[src/rtl/set_intersection_hash_table_core_defines.svh]
// Assertion macros shared by the set intersection RTL.
`ifndef SET_INTERSECTION_HASH_TABLE_CORE_DEFINES_SVH
`define SET_INTERSECTION_HASH_TABLE_CORE_DEFINES_SVH

// Same-cycle implication, checked while out of reset.
`define SIHT_ASSERT_IMPL(label, ante, cons) \
  label: assert property (@(posedge clk) disable iff (!rst_n) (ante) |-> (cons)) \
    else $error("siht check failed");

// Next-cycle implication, checked while out of reset.
`define SIHT_ASSERT_NEXT(label, ante, cons) \
  label: assert property (@(posedge clk) disable iff (!rst_n) (ante) |=> (cons)) \
    else $error("siht check failed");

`endif

[src/rtl/siht_pkg.sv]
// Shared types and codes for the set intersection table block.
`default_nettype none
package siht_pkg;

  // operation field codes
  localparam logic OP_LOAD  = 1'b0;
  localparam logic OP_PROBE = 1'b1;

  // controller to datapath commands
  typedef struct packed {
    logic capture;   // latch input word, restart scan
    logic rd_en;     // read table entry at scan index
    logic compare;   // record match of the read entry
    logic step;      // advance scan index
    logic finish;    // update table and load result word
  } cmd_t;

  // datapath to controller status
  typedef struct packed {
    logic empty;     // table holds no entries
    logic at_last;   // scan index is the last occupied entry
    logic match;     // read entry equals the latched value
    logic out_free;  // result register can take a word
  } status_t;

endpackage
`default_nettype wire

[src/rtl/set_intersection_hash_table_core.sv]
// Set intersection core: one result word per input word, table scanned linearly.
// Each input word is held (in_stall high) until its scan is done and its result
//   word is loaded; a stalled output holds the finish, and an empty table skips the scan.
// The single read port of the table memory is read then compared once per
//   entry; the scan stops at the first match or at the last occupied entry.
// Reset (rst_n low, synchronous): table empty, no result pending.
`default_nettype none
module set_intersection_hash_table_core #(
  parameter int TABLE_DEPTH = 64,
  parameter int VALUE_WIDTH = 32
) (
  input  wire logic               clk,
  input  wire logic               rst_n,
  input  wire logic               in_valid,
  output logic                    in_stall,
  input  wire logic               in_operation,
  input  wire logic signed [31:0] in_value,
  input  wire logic               in_last,
  output logic                    out_valid,
  input  wire logic               out_stall,
  output logic                    out_emitted,
  output logic signed [31:0]      out_member_value,
  output logic                    out_table_full
);
  import siht_pkg::*;

  cmd_t    cmd;
  status_t status;

  siht_ctrl u_ctrl (
    .clk      (clk),
    .rst_n    (rst_n),
    .in_valid (in_valid),
    .in_stall (in_stall),
    .status   (status),
    .cmd      (cmd)
  );

  siht_datapath #(
    .TABLE_DEPTH (TABLE_DEPTH),
    .VALUE_WIDTH (VALUE_WIDTH)
  ) u_datapath (
    .clk              (clk),
    .rst_n            (rst_n),
    .in_operation     (in_operation),
    .in_value         (in_value),
    .in_last          (in_last),
    .out_valid        (out_valid),
    .out_stall        (out_stall),
    .out_emitted      (out_emitted),
    .out_member_value (out_member_value),
    .out_table_full   (out_table_full),
    .cmd              (cmd),
    .status           (status)
  );

endmodule
`default_nettype wire

[src/rtl/siht_ctrl.sv]
// Sequencer for the linear table scan: accept, read/compare loop, finish.
`default_nettype none
`include "set_intersection_hash_table_core_defines.svh"
module siht_ctrl (
  input  wire logic              clk,
  input  wire logic              rst_n,
  input  wire logic              in_valid,
  output logic                   in_stall,
  input  wire siht_pkg::status_t status,
  output siht_pkg::cmd_t         cmd
);
  import siht_pkg::*;

  localparam logic [1:0] ST_IDLE = 2'd0;
  localparam logic [1:0] ST_RD   = 2'd1;
  localparam logic [1:0] ST_CMP  = 2'd2;
  localparam logic [1:0] ST_FIN  = 2'd3;

  logic [1:0] state_r, state_nxt;

  assign in_stall = (state_r != ST_IDLE);

  // next state and commands
  always_comb begin
    state_nxt = state_r;
    cmd       = '0;
    case (state_r)
      ST_IDLE: begin
        if (in_valid) begin
          cmd.capture = 1'b1;
          state_nxt   = status.empty ? ST_FIN : ST_RD;
        end
      end
      ST_RD: begin
        cmd.rd_en = 1'b1;
        state_nxt = ST_CMP;
      end
      ST_CMP: begin
        cmd.compare = 1'b1;
        if (status.match || status.at_last) begin
          state_nxt = ST_FIN;
        end else begin
          cmd.step  = 1'b1;
          state_nxt = ST_RD;
        end
      end
      ST_FIN: begin
        if (status.out_free) begin
          cmd.finish = 1'b1;
          state_nxt  = ST_IDLE;
        end
      end
      default: begin
        state_nxt = ST_IDLE;
      end
    endcase
  end

  always_ff @(posedge clk) begin
    if (!rst_n) begin
      state_r <= ST_IDLE;
    end else begin
      state_r <= state_nxt;
    end
  end

  `SIHT_ASSERT_IMPL(a_finish_needs_slot, cmd.finish, status.out_free)
  `SIHT_ASSERT_NEXT(a_read_then_compare, cmd.rd_en, state_r == ST_CMP)
  `SIHT_ASSERT_NEXT(a_capture_leaves_idle, cmd.capture, state_r != ST_IDLE)

endmodule
`default_nettype wire

[src/rtl/siht_datapath.sv]
// Table memory, scan index, fill count and result register.
`default_nettype none
`include "set_intersection_hash_table_core_defines.svh"
module siht_datapath #(
  parameter int TABLE_DEPTH = 64,
  parameter int VALUE_WIDTH = 32
) (
  input  wire logic               clk,
  input  wire logic               rst_n,
  input  wire logic               in_operation,
  input  wire logic signed [31:0] in_value,
  input  wire logic               in_last,
  output logic                    out_valid,
  input  wire logic               out_stall,
  output logic                    out_emitted,
  output logic signed [31:0]      out_member_value,
  output logic                    out_table_full,
  input  wire siht_pkg::cmd_t     cmd,
  output siht_pkg::status_t       status
);
  import siht_pkg::*;

  localparam int AW = (TABLE_DEPTH > 1) ? $clog2(TABLE_DEPTH) : 1;
  localparam int CW = $clog2(TABLE_DEPTH + 1);
  localparam logic [63:0] VMASK = (VALUE_WIDTH >= 64) ? {64{1'b1}} :
                                  ((64'd1 << VALUE_WIDTH) - 64'd1);
  localparam logic [CW-1:0] DEPTH_CNT = CW'(TABLE_DEPTH);

  // table: unreported mark above the stored value
  logic [VALUE_WIDTH:0] mem [TABLE_DEPTH];

  logic                   op_r;
  logic [VALUE_WIDTH-1:0] v_r;
  logic                   last_r;
  logic [AW-1:0]          idx_r;
  logic                   hit_r;
  logic [CW-1:0]          count_r;
  logic [VALUE_WIDTH-1:0] rd_value_r;
  logic                   rd_unrep_r;

  logic                   out_valid_r;
  logic                   out_emitted_r;
  logic [31:0]            out_member_r;
  logic                   out_full_r;

  logic [63:0]            in_ext;
  logic [63:0]            v_zext;
  logic                   has_room;
  logic                   do_emit;
  logic                   do_insert;
  logic                   do_full;

  // sign-extend, then keep the table's value width
  assign in_ext   = 64'(in_value) & VMASK;
  assign v_zext   = 64'(v_r);
  assign has_room = (count_r < DEPTH_CNT);

  assign do_emit   = (op_r == OP_PROBE) && hit_r && rd_unrep_r;
  assign do_insert = (op_r == OP_LOAD) && !hit_r && has_room;
  assign do_full   = (op_r == OP_LOAD) && !hit_r && !has_room;

  assign status.empty    = (count_r == '0);
  assign status.at_last  = ((CW'(idx_r) + CW'(1)) == count_r);
  assign status.match    = (rd_value_r == v_r);
  assign status.out_free = !out_valid_r || !out_stall;

  // latched input word
  always_ff @(posedge clk) begin
    if (cmd.capture) begin
      op_r   <= in_operation;
      v_r    <= in_ext[VALUE_WIDTH-1:0];
      last_r <= in_last;
    end
  end

  // scan index and match flag
  always_ff @(posedge clk) begin
    if (!rst_n) begin
      idx_r <= '0;
      hit_r <= 1'b0;
    end else begin
      if (cmd.capture) begin
        idx_r <= '0;
        hit_r <= 1'b0;
      end else begin
        if (cmd.step) begin
          idx_r <= idx_r + AW'(1);
        end
        if (cmd.compare) begin
          hit_r <= status.match;
        end
      end
    end
  end

  // table read and write-back
  always_ff @(posedge clk) begin
    if (cmd.rd_en) begin
      {rd_unrep_r, rd_value_r} <= mem[idx_r];
    end
    if (cmd.finish && do_insert) begin
      mem[count_r[AW-1:0]] <= {1'b1, v_r};
    end else if (cmd.finish && do_emit) begin
      mem[idx_r] <= {1'b0, v_r};
    end
  end

  // fill count; last word empties the table
  always_ff @(posedge clk) begin
    if (!rst_n) begin
      count_r <= '0;
    end else if (cmd.finish) begin
      if (last_r) begin
        count_r <= '0;
      end else if (do_insert) begin
        count_r <= count_r + CW'(1);
      end
    end
  end

  // result register
  always_ff @(posedge clk) begin
    if (!rst_n) begin
      out_valid_r <= 1'b0;
    end else if (cmd.finish) begin
      out_valid_r <= 1'b1;
    end else if (!out_stall) begin
      out_valid_r <= 1'b0;
    end
  end

  always_ff @(posedge clk) begin
    if (cmd.finish) begin
      out_emitted_r <= do_emit;
      out_member_r  <= do_emit ? v_zext[31:0] : 32'd0;
      out_full_r    <= do_full;
    end
  end

  assign out_valid        = out_valid_r;
  assign out_emitted      = out_emitted_r;
  assign out_member_value = signed'(out_member_r);
  assign out_table_full   = out_full_r;

  `SIHT_ASSERT_IMPL(a_count_in_range, 1'b1, count_r <= DEPTH_CNT)
  `SIHT_ASSERT_NEXT(a_last_empties, cmd.finish && last_r, count_r == '0)
  `SIHT_ASSERT_IMPL(a_flags_exclusive, out_valid_r, !(out_emitted_r && out_full_r))

endmodule
`default_nettype wire
[config.mk]
export PLATFORM = sky130hd
export DESIGN_NAME = set_intersection_hash_table_core
export DESIGN_NICKNAME = d
export VERILOG_FILES = /design/src/rtl/siht_pkg.sv /design/src/rtl/set_intersection_hash_table_core.sv /design/src/rtl/siht_ctrl.sv /design/src/rtl/siht_datapath.sv
export VERILOG_INCLUDE_DIRS = /design/src /design/src/rtl
export SDC_FILE = /design/constraint.sdc
export NUM_CORES = 2
export LEC_CHECK = 0
export ABC_AREA = 1
export BUFFER_PORTS_ARGS = -buffer_cell sky130_fd_sc_hd__buf_2
export CORE_MARGIN = 1.5
export CORE_UTILIZATION = 55
export DETAILED_ROUTE_END_ITERATION = 8
export HOLD_SLACK_MARGIN = 0.06
export PLACE_DENSITY = 0.71
export SLEW_MARGIN = 20
export SYNTH_ARGS = -nofsm -noshare
export SYNTH_HDL_FRONTEND = slang
export SYNTH_SLANG_ARGS = --single-unit
export TNS_END_PERCENT = 50
[constraint.sdc]
create_clock -name clk -period 9.9 [get_ports clk]
set_input_delay 0.99 -clock clk [delete_from_list [all_inputs] [get_ports clk]]
set_output_delay 0.99 -clock clk [all_outputs]
set_load 0.01 [all_outputs]
==> results_dict.tcl <==
set metrics [dict create \
    status "finished, final reports clean" \
    portBuffers 73 \
    insertion_delay_ns 0.85 \
    fin_crit_sh 0.471 \
    crit_path_start_kind "register" \
    cts_resized 0 \
    dp.cells 8608 \
    worst_ir_drop_vdd_v 0.000189 \
    synth-seq-cells 2230 \
    num_io_pins 74 \
    ctsHoldBuffers 0 \
    hp-class "in2reg" \
    stdcell_count 9013 \
    synth.distinct_cells 34 \
    startpoint "u_datapath.idx_r[0]$_SDFFE_PP0P_" \
    drt-pass1-iter-count 8 \
    slew-limit-headroom 0.212 \
    wl_mm 256 \
    cts_tree "built" \
    cp.depth 11 \
    cp_data_arrival_time_ns 5.35 \
    syn_to_final_growth_pct 10.7 \
    clk_path_buf_depth 3 \
    fin_skew_ns 0.0318 \
    path_max_fanout 221 \
    path_cells "buf_12 > buf_12 > buf_4 > o21ai_0 > o22ai_1 > nand2_1 > nand3_1 > nand3_1 > nand2_1 > nand2_1 > o21ai_1" \
    grt_pass1_wl_mm 364 \
    tightest_slew_ns 1.18 \
    route.vias.total 57702 \
    dp_hpwl_mm 142 \
    hold_violations 0 \
    cts-buffers-inserted 211 \
    crit_path_end "u_datapath.rd_value_r[11]$_DFFE_PP_" \
    cpMostUsedCell "nand2_1" \
    start_util 0.554 \
    rrSetupSlack_ns 5.24 \
    path_buf_inv 3 \
    grt.busiest_layer "met2" \
    ys_warn_count 0 \
    tns_ns 0 \
    antenna_found_initial 7 \
    grt_max_degree 226 \
    final_max_slew_viol_count 0 \
    fin_util 0.614 \
    grt.total_usage 0.311 \
    setup-violations-final 0 \
    drc_errors 0 \
    powerDensity_nw_per_um2 215 \
    final_common_cell "edfxtp_1" \
    clock_tree.root_cell "clkbuf_16" \
    die_height_um 403 \
    drive_gt1_frac 0.0856 \
    initialDrtViolationCount 8768 \
    ant_nets 0 \
    rr_worst_depth 11 \
    gp_congestion 1.00 \
    cpMaxStageDelayCell "buf_4" \
    worst_setup_path_end_kind "register" \
    row_count 146 \
    syn_nets 6850 \
    clock-sinks 2230 \
    slowest_delay_ns 0.79 \
    core-area_um2 159000 \
    layout.nets 6806 \
    floorplan.die_area_um2 162000 \
    drt-vias-per-instance 6.40 \
    rsz0062_at_grt "false" \
    maxCapViolations 0 \
    regToRegEndpoint "u_datapath.rd_value_r[11]$_DFFE_PP_" \
    grt_remaining_overflow 0 \
    final_cell_mix "edfxtp_1 (2213), nor2_1 (1089), o21ai_0 (1054), nand2_1 (732), o22ai_1 (507)" \
    leakagePower_nw 31.7 \
    reg2reg_from "u_datapath.idx_r[0]$_SDFFE_PP0P_" \
    first_global_vias 53484 \
    ys_seq_area_frac 0.760 \
    post-route-min-period_ns 4.66 \
    synth_area_um2 87900 \
    htree_levels 4 \
    cts.clk_slew.worst_paths_ns 0.06 \
    clock.fmax_mhz 215 \
    cp_top_family "buffers and inverters" \
    syn_area_per_cell_um2 12.9 \
    wl_per_cell_um 28.4 \
    die_w_um 403 \
    met3_usage 0.0879 \
    path_class "reg2reg" \
    synthCells 6809 \
    use_met2 0.462 \
    use_met1 0.420 \
    post-cts-setup-buffers 0 \
    required_ns 10.59 \
]
[worst register-to-register path, stage by stage (launching register included)]
cell     delay, ns
dfxtp_4       0.65
buf_12        0.53
buf_12        0.93
buf_4         0.96
o21ai_0       0.26
o22ai_1       0.23
nand2_1       0.12
nand3_1       0.27
nand3_1       0.13
nand2_1       0.23
nand2_1       0.11
o21ai_1       0.10
[sequential cells by signal, summed over array words and instances (netlist names)]
register,count
u_datapath.op_r,1
u_datapath.rd_unrep_r,1
u_datapath.out_valid,1
u_datapath.out_table_full,1
u_datapath.out_member_value,32
u_datapath.v_r,32
u_datapath.idx_r,6
u_datapath.last_r,1
u_datapath.count_r,7
u_datapath.hit_r,1
u_datapath.mem,2112
u_ctrl.state_r,2
u_datapath.rd_value_r,32
u_datapath.out_emitted,1
[worst min path at each step]
stage                                                   from                            endpoint  slack (ns)  depth (start not counted)
final                                           in_value[15]        u_datapath.v_r[15]$_DFFE_PP_        0.31                          1
after global placement    u_datapath.count_r[5]$_SDFFE_PN0P_  u_datapath.count_r[5]$_SDFFE_PN0P_        0.51                          1
after global routing                            in_value[29]        u_datapath.v_r[29]$_DFFE_PP_        0.30                          1
after CTS                                       in_value[15]        u_datapath.v_r[15]$_DFFE_PP_        0.27                          1
after detailed placement  u_datapath.count_r[5]$_SDFFE_PN0P_  u_datapath.count_r[5]$_SDFFE_PN0P_        0.52                          1
after floorplan           u_datapath.count_r[5]$_SDFFE_PN0P_  u_datapath.count_r[5]$_SDFFE_PN0P_        0.47                          1
[layer usage]
layer	vias up	part of all wire
met4	2	0.060
met1	28310	0.36
met5	-	0.000047
li1	24948	-
met2	3827	0.45
met3	615	0.13
[synthesized netlist by cell type]
cell / instances / area (um2)
a21oi_1: 64 / 320
a41oi_1: 1 / 8.76
and2_1: 4 / 25.0
buf_1: 40 / 150
buf_2: 124 / 621
buf_4: 29 / 218
buf_6: 7 / 78.8
clkbuf_1: 265 / 995
clkinv_1: 3 / 11.3
dfxtp_1: 17 / 340
edfxtp_1: 2213 / 66500
ha_1: 3 / 37.5
inv_1: 97 / 364
inv_2: 7 / 26.3
nand2_1: 732 / 2750
nand2_2: 5 / 31.3
nand3_1: 372 / 1860
nand3_2: 1 / 10.0
nand3_4: 3 / 52.6
nand4_1: 33 / 206
nand4_4: 3 / 63.8
nor2_1: 1155 / 4340
nor2_2: 1 / 6.26
nor2_4: 3 / 33.8
nor3_1: 3 / 15.0
nor4_1: 1 / 6.26
o211ai_1: 7 / 52.6
o21a_1: 4 / 30.0
o21ai_0: 1054 / 5280
o21ai_1: 29 / 145
o21ai_2: 5 / 43.8
o21ai_4: 1 / 16.3
o22ai_1: 507 / 3170
xnor2_1: 16 / 140
[cell type report]
class	count	area (um2)
diodes	2	5.00
clock inverters	124	923
clock buffers	263	5540
flip-flops and latches	2230	66800
repair buffers	208	1840
well taps	2072	2590
multi-input cells	4007	19100
inverters	107	429
fillers	11751	61300
[through the flow]
stage / setup WS (ns) / area (um2) / power [mW] / hold WS, ns
floorplan: 5.29 / 87900 / 12.3 / 0.467
global placement: 4.63 / 90300 / 13.2 / 0.509
detailed placement: 4.58 / 90400 / 13.3 / 0.516
CTS: 5.30 / 96900 / 20.8 / 0.274
global route: 5.13 / 97300 / 21.4 / 0.296
finish: 5.24 / 97300 / 20.9 / 0.308
[report_power, final]
group / leakage [nW] / internal (mW) / total, mW / switching, mW
combinational: 8.67 / 0.590 / 2.59 / 2.00
sequential: 19.8 / 10.5 / 10.6 / 0.0780
clock: 3.18 / 4.24 / 7.68 / 3.44
total: 31.7 / 15.4 / 20.9 / 5.52
[logic make-up after synthesis]
family                   count (synthesis)  share of synthesized area
flip-flops                            2230                      0.760
XOR/XNOR                                16                    0.00159
AND/OR/NAND/NOR                       2316                      0.107
buffers and inverters                  572                     0.0280
adder cells (fa/ha/maj)                  3                   0.000427
AO/OA/AOI/OAI                         1672                      0.103
No activity file was read; power rests on OpenSTA's default activity.
